## src/rtl/fbtb_pkg.sv

```systemverilog
// Shared types, constants and the predictor next-state function for the branch target buffer.
package fbtb_pkg;

    localparam int DEPTH  = 8;
    localparam int ADDR_W = 32;
    localparam int IDX_W  = (DEPTH > 1) ? $clog2(DEPTH) : 1;
    localparam int CNT_W  = $clog2(DEPTH + 1) > 0 ? $clog2(DEPTH + 1) : 1;
    localparam int Q_DEPTH = 2;
    localparam int Q_IDX_W = (Q_DEPTH > 1) ? $clog2(Q_DEPTH) : 1;
    localparam int Q_CNT_W = $clog2(Q_DEPTH + 1);

    typedef logic [ADDR_W-1:0] t_addr;
    typedef logic [IDX_W-1:0]  t_idx;
    typedef logic [CNT_W-1:0]  t_cnt;

    typedef enum logic [1:0] {
        ST_STRONG_NT = 2'd0,
        ST_WEAK_NT   = 2'd1,
        ST_WEAK_T    = 2'd2,
        ST_STRONG_T  = 2'd3
    } t_pstate;

    typedef struct packed {
        t_addr branch_pc;
        t_addr branch_target;
        t_addr next_pc;
        logic  target_eq;
    } t_item;

    typedef struct packed {
        logic  predicted_taken;
        t_addr predicted_target;
        logic  table_hit;
        logic  mispredict;
    } t_result;

    function automatic t_pstate next_state(input t_pstate s, input logic taken);
        t_pstate r;
        case (s)
            ST_STRONG_NT: r = taken ? ST_WEAK_NT  : ST_STRONG_NT;
            ST_WEAK_NT:   r = taken ? ST_STRONG_T : ST_STRONG_NT;
            ST_WEAK_T:    r = taken ? ST_STRONG_T : ST_STRONG_NT;
            ST_STRONG_T:  r = taken ? ST_STRONG_T : ST_WEAK_T;
            default:      r = ST_STRONG_NT;
        endcase
        return r;
    endfunction

endpackage

```

## src/rtl/fbtb_front.sv

```systemverilog
// Front end: accepts branch transactions, classifies them and registers them.
module fbtb_front (
    input  logic              i_clk,
    input  logic              i_rst_n,
    input  logic              i_in_valid,
    output logic              o_in_ready,
    input  fbtb_pkg::t_addr   i_branch_pc,
    input  fbtb_pkg::t_addr   i_branch_target,
    input  fbtb_pkg::t_addr   i_next_pc,
    output logic              o_valid,
    input  logic              i_ready,
    output fbtb_pkg::t_item   o_item
);
    import fbtb_pkg::*;

    logic  r_valid, n_valid;
    t_item r_item, n_item;

    assign o_in_ready = !r_valid || i_ready;
    assign o_valid    = r_valid;
    assign o_item     = r_item;

    always_comb begin
        n_valid = r_valid;
        n_item  = r_item;
        if (r_valid && i_ready) begin
            n_valid = 1'b0;
        end
        if (i_in_valid && o_in_ready) begin
            n_valid              = 1'b1;
            n_item.branch_pc     = i_branch_pc;
            n_item.branch_target = i_branch_target;
            n_item.next_pc       = i_next_pc;
            n_item.target_eq     = (i_next_pc == i_branch_target);
        end
    end

    always_ff @(posedge i_clk) begin
        if (!i_rst_n) begin
            r_valid <= 1'b0;
        end else begin
            r_valid <= n_valid;
        end
        r_item <= n_item;
    end

endmodule

```

## src/rtl/fbtb_queue.sv

```systemverilog
// Short queue between front end and back end.
module fbtb_queue (
    input  logic             i_clk,
    input  logic             i_rst_n,
    input  logic             i_push,
    output logic             o_not_full,
    input  fbtb_pkg::t_item  i_item,
    input  logic             i_pop,
    output logic             o_not_empty,
    output fbtb_pkg::t_item  o_item
);
    import fbtb_pkg::*;

    t_item               r_mem [Q_DEPTH];
    logic [Q_IDX_W-1:0]  r_wp, n_wp, r_rp, n_rp;
    logic [Q_CNT_W-1:0]  r_cnt, n_cnt;
    logic                push_ok, pop_ok;

    assign o_not_full  = (r_cnt != Q_CNT_W'(Q_DEPTH));
    assign o_not_empty = (r_cnt != '0);
    assign o_item      = r_mem[r_rp];
    assign push_ok     = i_push && o_not_full;
    assign pop_ok      = i_pop && o_not_empty;

    always_comb begin
        n_wp  = r_wp;
        n_rp  = r_rp;
        n_cnt = r_cnt;
        if (push_ok) begin
            n_wp = (r_wp == Q_IDX_W'(Q_DEPTH - 1)) ? '0 : r_wp + 1'b1;
        end
        if (pop_ok) begin
            n_rp = (r_rp == Q_IDX_W'(Q_DEPTH - 1)) ? '0 : r_rp + 1'b1;
        end
        if (push_ok && !pop_ok) begin
            n_cnt = r_cnt + 1'b1;
        end else if (!push_ok && pop_ok) begin
            n_cnt = r_cnt - 1'b1;
        end
    end

    always_ff @(posedge i_clk) begin
        if (!i_rst_n) begin
            r_wp  <= '0;
            r_rp  <= '0;
            r_cnt <= '0;
        end else begin
            r_wp  <= n_wp;
            r_rp  <= n_rp;
            r_cnt <= n_cnt;
        end
        if (push_ok) begin
            r_mem[r_wp] <= i_item;
        end
    end

endmodule

```

## src/rtl/fbtb_back.sv

```systemverilog
// Back end: associative table lookup, allocation, predictor update, result register.
module fbtb_back (
    input  logic               i_clk,
    input  logic               i_rst_n,
    input  logic               i_cfg_we,
    input  logic [1:0]         i_cfg_data,
    input  logic               i_valid,
    output logic               o_pop,
    input  fbtb_pkg::t_item    i_item,
    output logic               o_out_valid,
    input  logic               i_out_ready,
    output fbtb_pkg::t_result  o_result
);
    import fbtb_pkg::*;

    t_addr   r_tag  [DEPTH];
    t_pstate r_pred [DEPTH];
    t_addr   r_tgt  [DEPTH];
    t_cnt    r_fill, n_fill;
    t_idx    r_oldest, n_oldest;
    t_pstate r_init;
    logic    r_out_valid, n_out_valid;
    t_result r_out, n_out;

    logic    full, hit, taken, ptaken, tgt_eq;
    t_idx    mslot, slot;
    t_pstate st;
    t_addr   ptgt;

    assign full        = (r_fill == CNT_W'(DEPTH));
    assign o_pop       = i_valid && (!r_out_valid || i_out_ready);
    assign o_out_valid = r_out_valid;
    assign o_result    = r_out;

    always_comb begin
        hit   = 1'b0;
        mslot = '0;
        for (int i = DEPTH - 1; i >= 0; i--) begin
            if ((CNT_W'(i) < r_fill) && (r_tag[i] == i_item.branch_pc)) begin
                hit   = 1'b1;
                mslot = IDX_W'(i);
            end
        end
    end

    always_comb begin
        if (hit) begin
            slot = mslot;
        end else if (full) begin
            slot = r_oldest;
        end else begin
            slot = r_fill[IDX_W-1:0];
        end
        st     = hit ? r_pred[slot] : r_init;
        ptgt   = hit ? r_tgt[slot] : '0;
        ptaken = st[1];
        tgt_eq = (i_item.next_pc == ptgt);
        taken  = tgt_eq || i_item.target_eq;
    end

    always_comb begin
        n_fill      = r_fill;
        n_oldest    = r_oldest;
        n_out_valid = r_out_valid;
        n_out       = r_out;
        if (r_out_valid && i_out_ready) begin
            n_out_valid = 1'b0;
        end
        if (o_pop) begin
            n_out_valid               = 1'b1;
            n_out.predicted_taken     = ptaken;
            n_out.predicted_target    = ptgt;
            n_out.table_hit           = hit;
            n_out.mispredict          = !((ptaken && tgt_eq) || (!ptaken && !taken));
            if (!hit && !full) begin
                n_fill = r_fill + 1'b1;
            end
            if (!hit && full) begin
                n_oldest = (slot == IDX_W'(DEPTH - 1)) ? '0 : slot + 1'b1;
            end
        end
    end

    always_ff @(posedge i_clk) begin
        if (!i_rst_n) begin
            r_fill      <= '0;
            r_oldest    <= '0;
            r_init      <= ST_WEAK_NT;
            r_out_valid <= 1'b0;
        end else begin
            r_fill      <= n_fill;
            r_oldest    <= n_oldest;
            r_out_valid <= n_out_valid;
            if (i_cfg_we) begin
                r_init <= t_pstate'(i_cfg_data);
            end
        end
        r_out <= n_out;
        if (o_pop) begin
            r_tag[slot]  <= i_item.branch_pc;
            r_pred[slot] <= next_state(st, taken);
            r_tgt[slot]  <= i_item.target_eq ? i_item.branch_target : ptgt;
        end
    end

`ifndef SYNTH
    a_fill_bound: assert property (@(posedge i_clk) disable iff (!i_rst_n)
        r_fill <= CNT_W'(DEPTH))
        else $error("fill count beyond table depth");

    a_oldest_idle: assert property (@(posedge i_clk) disable iff (!i_rst_n)
        !full |-> r_oldest == '0)
        else $error("replacement pointer moved before table full");

    a_fill_mono: assert property (@(posedge i_clk) disable iff (!i_rst_n)
        $past(i_rst_n) |-> r_fill >= $past(r_fill))
        else $error("fill count decreased");

    a_fill_step: assert property (@(posedge i_clk) disable iff (!i_rst_n)
        o_pop && hit |=> $stable(r_fill) && $stable(r_oldest))
        else $error("allocation state changed on a hit");
`endif

endmodule

```

## src/rtl/fifo_btb_two_bit_branch_predictor.sv

```systemverilog
// Top level: branch target buffer with four-state predictor and FIFO replacement.
// Transactions are registered in the front end, held in the queue, and results are registered in the back end.
// Throughput: one transaction per cycle while results are accepted, set by the
// combinational associative lookup and the update of the eight-entry table in the back end.
// Reset clears the fill count and replacement pointer and sets the initial
// state register to weak not taken; table contents are not cleared.
module fifo_btb_two_bit_branch_predictor (
    input  logic                i_clk,
    input  logic                i_rst_n,
    input  logic                i_cfg_we,
    input  logic [1:0]          i_cfg_data,
    input  logic                i_in_valid,
    output logic                o_in_ready,
    input  fbtb_pkg::t_addr     i_branch_pc,
    input  fbtb_pkg::t_addr     i_branch_target,
    input  fbtb_pkg::t_addr     i_next_pc,
    output logic                o_out_valid,
    input  logic                i_out_ready,
    output logic                o_predicted_taken,
    output fbtb_pkg::t_addr     o_predicted_target,
    output logic                o_table_hit,
    output logic                o_mispredict
);
    import fbtb_pkg::*;

    logic    f_valid, q_not_full, q_not_empty, b_pop;
    t_item   f_item, q_item;
    t_result b_result;

    fbtb_front u_front (
        .i_clk           (i_clk),
        .i_rst_n         (i_rst_n),
        .i_in_valid      (i_in_valid),
        .o_in_ready      (o_in_ready),
        .i_branch_pc     (i_branch_pc),
        .i_branch_target (i_branch_target),
        .i_next_pc       (i_next_pc),
        .o_valid         (f_valid),
        .i_ready         (q_not_full),
        .o_item          (f_item)
    );

    fbtb_queue u_queue (
        .i_clk       (i_clk),
        .i_rst_n     (i_rst_n),
        .i_push      (f_valid),
        .o_not_full  (q_not_full),
        .i_item      (f_item),
        .i_pop       (b_pop),
        .o_not_empty (q_not_empty),
        .o_item      (q_item)
    );

    fbtb_back u_back (
        .i_clk       (i_clk),
        .i_rst_n     (i_rst_n),
        .i_cfg_we    (i_cfg_we),
        .i_cfg_data  (i_cfg_data),
        .i_valid     (q_not_empty),
        .o_pop       (b_pop),
        .i_item      (q_item),
        .o_out_valid (o_out_valid),
        .i_out_ready (i_out_ready),
        .o_result    (b_result)
    );

    assign o_predicted_taken  = b_result.predicted_taken;
    assign o_predicted_target = b_result.predicted_target;
    assign o_table_hit        = b_result.table_hit;
    assign o_mispredict       = b_result.mispredict;

endmodule

```

## config.mk

```make
export PLATFORM = sky130hd
export DESIGN_NAME = fifo_btb_two_bit_branch_predictor
export DESIGN_NICKNAME = d
export VERILOG_FILES = /design/src/rtl/fbtb_pkg.sv /design/src/rtl/fbtb_front.sv /design/src/rtl/fbtb_queue.sv /design/src/rtl/fbtb_back.sv /design/src/rtl/fifo_btb_two_bit_branch_predictor.sv
export SDC_FILE = /design/constraint.sdc
export NUM_CORES = 1
export LEC_CHECK = 0
export ABC_CLOCK_PERIOD_IN_PS = 11000
export BUFFER_PORTS_ARGS = -buffer_cell sky130_fd_sc_hd__buf_2
export CAP_MARGIN = 10
export CORE_AREA = 2 2 248 250
export DETAILED_ROUTE_END_ITERATION = 7
export DIE_AREA = 0 0 250 252
export HOLD_SLACK_MARGIN = 0.15
export PLACE_DENSITY = 0.85
export SYNTH_ARGS = -nofsm -noshare
export SYNTH_HDL_FRONTEND = slang
export SYNTH_SLANG_ARGS = --single-unit
```

## constraint.sdc

```tcl
create_clock -name i_clk -period 11 [get_ports i_clk]
set_input_delay 2.2 -clock i_clk [delete_from_list [all_inputs] [get_ports i_clk]]
set_output_delay 2.2 -clock i_clk [all_outputs]
set_load 0.02 [all_outputs]
```

==> flow_metrics.tcl, run 1 <==
set metrics [dict create \
    run_status "finished, final reports clean" \
    place_congestion 0.997 \
    hold_path.class "reg2reg" \
    skew_ns 0.0354 \
    fin_nets 2572 \
    wl_per_cell_um 31.1 \
    dp_hpwl_um 68900 \
    syn_avg_cell_area_um2 15.8 \
    tns_ns 0 \
    core_area_um2 60100 \
    antenna_left 0 \
    synth_top_area_share_pct 71.4 \
    fmax_mhz 114 \
    leakagePower_nw 13.1 \
    synth_cell_types 77 \
    syn_area_um2 35900 \
    track_usage_pct 32.9 \
    cts_buffers 87 \
    crit_fanout 41 \
    setup_ws_ns 2.26 \
    fillers 3898 \
    clk_path_buf_depth 3 \
    die_area_um2 63000 \
    finalCriticalPeriod_ns 8.74 \
    grt_pass1_wl_um 147000 \
    drt_pass1_iterations 8 \
    worstPathArrival_ns 9.07 \
    h-tree-depth 3 \
    die_width_um 250 \
    yosysWarnings 0 \
    wirelength_um 103000 \
    synth_top_area_cell "edfxtp_1" \
    cts_tree "built" \
    post_cts_buffers 0 \
    final_cell_mix "edfxtp_1, xnor2_1, nand2_1" \
    slew_headroom_pct 17.2 \
    crit_required_ns 11.34 \
    hold-path-cell-count 0 \
    async_reset_ff_share_pct 0 \
    cap_violations 0 \
    hold_buffers 0 \
    synth_area_leaders "edfxtp_1, xnor2_1, mux2i_1" \
    start_util_pct 59.7 \
    io_pins 140 \
    vias 21829 \
    synth_edf_count 854 \
    rsz0062_at_grt "false" \
    syn_nets 2377 \
    finalCritPeriodShare_pct 79.4 \
    ir_drop_mv 0.189 \
    crit_type "reg2reg" \
    hold_viol 0 \
    finalSetupViolCount 0 \
    io_buffers 139 \
    fp-row-count 90 \
    power_density_nw_per_um2 237 \
    areaGrowthSynthToFinish_pct 12.8 \
    clkTransAtPathRegs_ns 0.06 \
    drt_iter0_drc 3463 \
    cts_root_buf "clkbuf_16" \
    netlist_instances 2268 \
    grt_max_degree 66 \
    die-height_um 252 \
    startpoint_type "register" \
    maxSlewViolCount 0 \
    drive_above_1_share_pct 15.1 \
    clkSinkCount 870 \
    grt_pass1_vias 21187 \
    yosysSeqAreaShare_pct 72.3 \
    post-route-drc-count 0 \
    layout_commonest_cell "edfxtp_1" \
    via_per_inst 6.59 \
    ys_ff_latch 870 \
    tightestPinTransition_ns 1.23 \
    antenna_found_initial 1 \
    clock_latency_ns 0.66 \
    cp-end-kind "register" \
    synth_ff_type "edfxtp_1" \
    r2r_cells 18 \
    place_ws_ns 2.56 \
    overflow 0 \
    cts_resized 0 \
]
[worst max-delay path, cell delays in order (launching register included)]
cell and delay, ns:
dfxtp_4 0.82, buf_4 0.42, mux2i_4 0.70, xnor2_1 0.30
nor4_1 0.39, nand4_1 0.17, nor3_1 0.83, nand2b_1 0.37
nor3_2 0.08, buf_4 0.33, inv_1 0.71, nand2_1 0.42
a221oi_1 0.57, a311oi_2 0.13, xor2_1 0.21, nand4_1 0.10
or4_1 0.57, or4_4 0.56, a211oi_1 0.65
[path summary, 6_finish.rpt]
kind / start / endpoint / slack, ns
worst max register to register: register / u_back.r_pred[7][1] / 2.26
worst max-delay path: register / u_back.r_pred[7][1] / 2.26
worst min-delay path: u_front.o_item[51] / u_queue.r_mem[1][51] / 0.44
worst min register to register: u_front.o_item[51] / u_queue.r_mem[1][51] / 0.44
[cell usage after synthesis, types with 3 or more instances]
master and count:
a2111oi_0 4, a211oi_1 16, a21oi_1 45, a221oi_1 16
a22o_1 3, a22oi_1 3, a31oi_1 16, and2_1 15
and3_1 16, and4_1 5, buf_1 13, buf_2 12
buf_6 4, clkbuf_1 36, dfxtp_1 16, edfxtp_1 854
ha_1 6, inv_1 73, mux2_2 19, mux2i_1 96
mux2i_4 32, nand2_1 168, nand3_1 33, nand3b_1 3
nand4_1 31, nand4b_1 4, nor2_1 88, nor2b_1 8
nor3_1 25, nor4_1 117, o2111a_1 12, o2111ai_1 5
o211a_1 3, o211ai_1 9, o21a_1 3, o21ai_0 39
o221ai_1 20, o22ai_1 3, o31a_1 5, or2_2 4
or3_1 14, or4_1 5, xnor2_1 273, xor2_1 52
[per-layer routing]
layer	wire (um)	share of wire, %	up-vias	global-route usage, %
met5	45	0.044	-	0
met4	3110	3.0	2	9.97
met3	12300	12	216	6.66
met2	46900	45	1661	50.4
met1	40700	40	10878	48.1
li1	-	-	9072	-
[cell families (layout without fill, tap and decap cells)]
logic type	Yosys count	in the layout	synth area share, %
DFF	870	870	72.3
other	0	1	0
xor gates and xnor gates	325	325	7.93
adders and majority gates	6	6	0.209
muxes	148	148	5.32
and+or+nand+nor	547	547	7.76
AOI/OAI and AO/OA	229	229	4.74
buffers and inverters	143	404	1.74
[layout make-up]
class,count,area [um^2],area share (%)
well taps,782,978,2.42
flip-flops and latches,870,26000,64.1
diodes,1,2.50,0.00618
clock buffers,110,2260,5.59
inverters,74,280,0.692
clock inverters,45,617,1.52
repair buffers,175,976,2.41
multi-input cells,1255,9430,23.3
[per-stage QoR]
step                power [mW]  utilization (%)  instances  hold WS [ns]  instance area, um^2
finish                    9.59             67.4       3312         0.443                40500
detailed placement        6.57             62.5       3155         0.429                37600
floorplan                 5.73                -       2268         0.421                35900
CTS                       9.56             67.3       3310         0.441                40500
global placement          6.51             62.5       3154         0.425                37600
global route              9.83             67.4       3311         0.447                40500
[report_power, final]
group | switching (mW) | internal, mW
combinational | 1.60 | 0.622
sequential | 0.159 | 4.19
clock | 1.27 | 1.75
[registers in the layout, indices dropped and copies added, names as in the netlist, named ones only]
name,count
u_back.o_out_valid,1
u_back.o_result,35
u_back.r_fill,4
u_back.r_init,2
u_back.r_oldest,3
u_back.r_pred,16
u_back.r_tag,256
u_back.r_tgt,256
u_front.o_item,97
u_front.o_valid,1
u_queue.r_cnt,2
u_queue.r_mem,194
u_queue.r_rp,1
u_queue.r_wp,1
Note: power is estimated with default switching activity, not from simulation.
==> run 2, diff against run 1 <==
--- a/config.mk
+++ b/config.mk
@@ -5,7 +5,7 @@
 export SDC_FILE = /design/constraint.sdc
 export NUM_CORES = 1
 export LEC_CHECK = 0
-export ABC_CLOCK_PERIOD_IN_PS = 11000
+export ABC_CLOCK_PERIOD_IN_PS = 8400
 export BUFFER_PORTS_ARGS = -buffer_cell sky130_fd_sc_hd__buf_2
 export CAP_MARGIN = 10
 export CORE_AREA = 2 2 248 250
==> constraint.sdc (replaced) <==
create_clock -name i_clk -period 8.4 [get_ports i_clk]
set_input_delay 1.68 -clock i_clk [delete_from_list [all_inputs] [get_ports i_clk]]
set_output_delay 1.68 -clock i_clk [all_outputs]
set_load 0.02 [all_outputs]
==> run 2 against run 1 <==
Effect of this change:
- design area increased by 0.31%
- non-clock buffer count increased by 24
- die area unchanged
- clock power rose by 25%
- sequential share of layout area decreased by 0.20 points
- largest cell class unchanged
- largest power group unchanged
- highest routed layer is now met4
==> flow_metrics.tcl, run 2 (synthesized netlist as in run 1, its figures left out) <==
set metrics [dict create \
    fin_cells 3334 \
    whs_ns 0.442 \
    clkSinkCount 870 \
    power_density_nw_per_um2 307 \
    drt_pass1_iterations 6 \
    fmax_mhz 125 \
    run_status "finished, final reports clean" \
    cts_resized 0 \
    hold_path.class "reg2reg" \
    clkTransAtPathRegs_ns 0.06 \
    via_per_inst 6.63 \
    placed_cells 3178 \
    grt_pass1_vias 21098 \
    die_area_um2 63000 \
    core_area_um2 60100 \
    cap_violations 0 \
    crit_required_ns 8.75 \
    grt_pass1_wl_um 150000 \
    stdcell_area_um2 40600 \
    clk_path_buf_depth 3 \
    hold_buffers 0 \
    antenna_found_initial 0 \
    track_usage_pct 33.5 \
    cp_top_family "simple AND/OR/NAND/NOR gates" \
    critPathBufInv 2 \
    fp-row-count 90 \
    total_power_mw 12.5 \
    post_dp_cell_area_um2 37900 \
    drive_above_1_share_pct 16.1 \
    post-route-util_pct 67.6 \
    maxSlewViolCount 0 \
    place_ws_ns 0.788 \
    drt_iter0_drc 3599 \
    start_util_pct 59.7 \
    ir_drop_mv 0.315 \
    setup_ws_ns 0.371 \
    skew_ns 0.0296 \
    layout_commonest_cell "edfxtp_1" \
    tns_ns 0 \
    place_congestion 0.942 \
    reg2reg_slack_ns 0.37 \
    crit_type "reg2reg" \
    hold_viol 0 \
    tightestPinTransition_ns 1.10 \
    crit_chain "buf_4 -> mux2i_4 -> xnor2_1 -> nor4_1 -> nand2_1 -> or4_1 -> and3_1 -> a22o_4 -> o21ai_4 -> buf_12 -> a221oi_1 -> or4b_1 -> xnor2_1 -> and4_1 -> nand4_1 -> or4_4 -> a211oi_1" \
    fin_nets 2596 \
    io_buffers 139 \
    post_cts_buffers 0 \
    antenna_left 0 \
    wl_per_cell_um 31.6 \
    rsz0062_at_grt "false" \
    max_stage_delay_ns 0.88 \
    cts_buffers 87 \
    die_width_um 250 \
    areaGrowthSynthToFinish_pct 13.2 \
    final_cell_mix "edfxtp_1, xnor2_1, nand2_1" \
    die-height_um 252 \
    finalCritPeriodShare_pct 95.6 \
    grt_max_degree 65 \
    reg.largest.list "u_back.r_tag (256), u_back.r_tgt (256), u_queue.r_mem (194)" \
    h-tree-depth 3 \
    startpoint_type "register" \
    finalSetupViolCount 0 \
    crit_fanout 50 \
    worstPathArrival_ns 8.38 \
    overflow 0 \
    cp-end-kind "register" \
    post-route-drc-count 0 \
    finalCriticalPeriod_ns 8.03 \
    cts_tree "built" \
    dp_hpwl_um 71000 \
    io_pins 140 \
    vias 22100 \
    slew_headroom_pct 26.1 \
    cts_root_buf "clkbuf_16" \
    worst_path_most_repeated_cell "xnor2_1" \
    slowest_stage "or4_1" \
    leakagePower_nw 13.3 \
    wirelength_um 105000 \
    clock_latency_ns 0.66 \
]
-- run 2: cell types whose count changed in the layout (fill, tap and decap cells not counted), moves of 2 or more --
cell       delta
clkbuf_4      +2
buf_12        +7
clkbuf_8      +3
clkinv_2      +9
clkbuf_1     -12
bufinv_16     -6
buf_4        +16
clkinv_16     -2
clkinv_1      +4
-- run 2: layout make-up --
class | count | area, um^2
tap | 782 | 978
sequential | 870 | 26000
inverter | 74 | 280
timing repair buffer | 199 | 1250
clock buffer | 102 | 2280
antenna | 1 | 2.50
multi-input combinational | 1255 | 9420
fill | 3863 | 19500
clock inverter | 51 | 454
-- run 2: final timing paths --
check | from | endpoint | depth (start not counted)
setup reg to reg | register | u_back.r_pred[3][1] | 17
setup / recovery | register | u_back.r_pred[3][1] | 17
hold reg to reg | u_front.o_item[80] | u_queue.r_mem[1][80] | 0
hold / removal | u_front.o_item[80] | u_queue.r_mem[1][80] | 0
-- run 2: power breakdown --
group | internal (mW) | switching (mW)
sequential | 5.49 | 0.204
clock | 2.13 | 1.65
combinational | 0.865 | 2.13
-- run 2: per-layer routing --
| layer | vias to the layer above | share of wire, % | track usage [%] |
|---|---|---|---|
| met5 | - | 0 | 0 |
| met4 | 0 | 3.0 | 10.2 |
| met3 | 227 | 13 | 6.72 |
| met2 | 1764 | 45 | 50.4 |
| met1 | 10960 | 40 | 50.0 |
| li1 | 9149 | - | - |
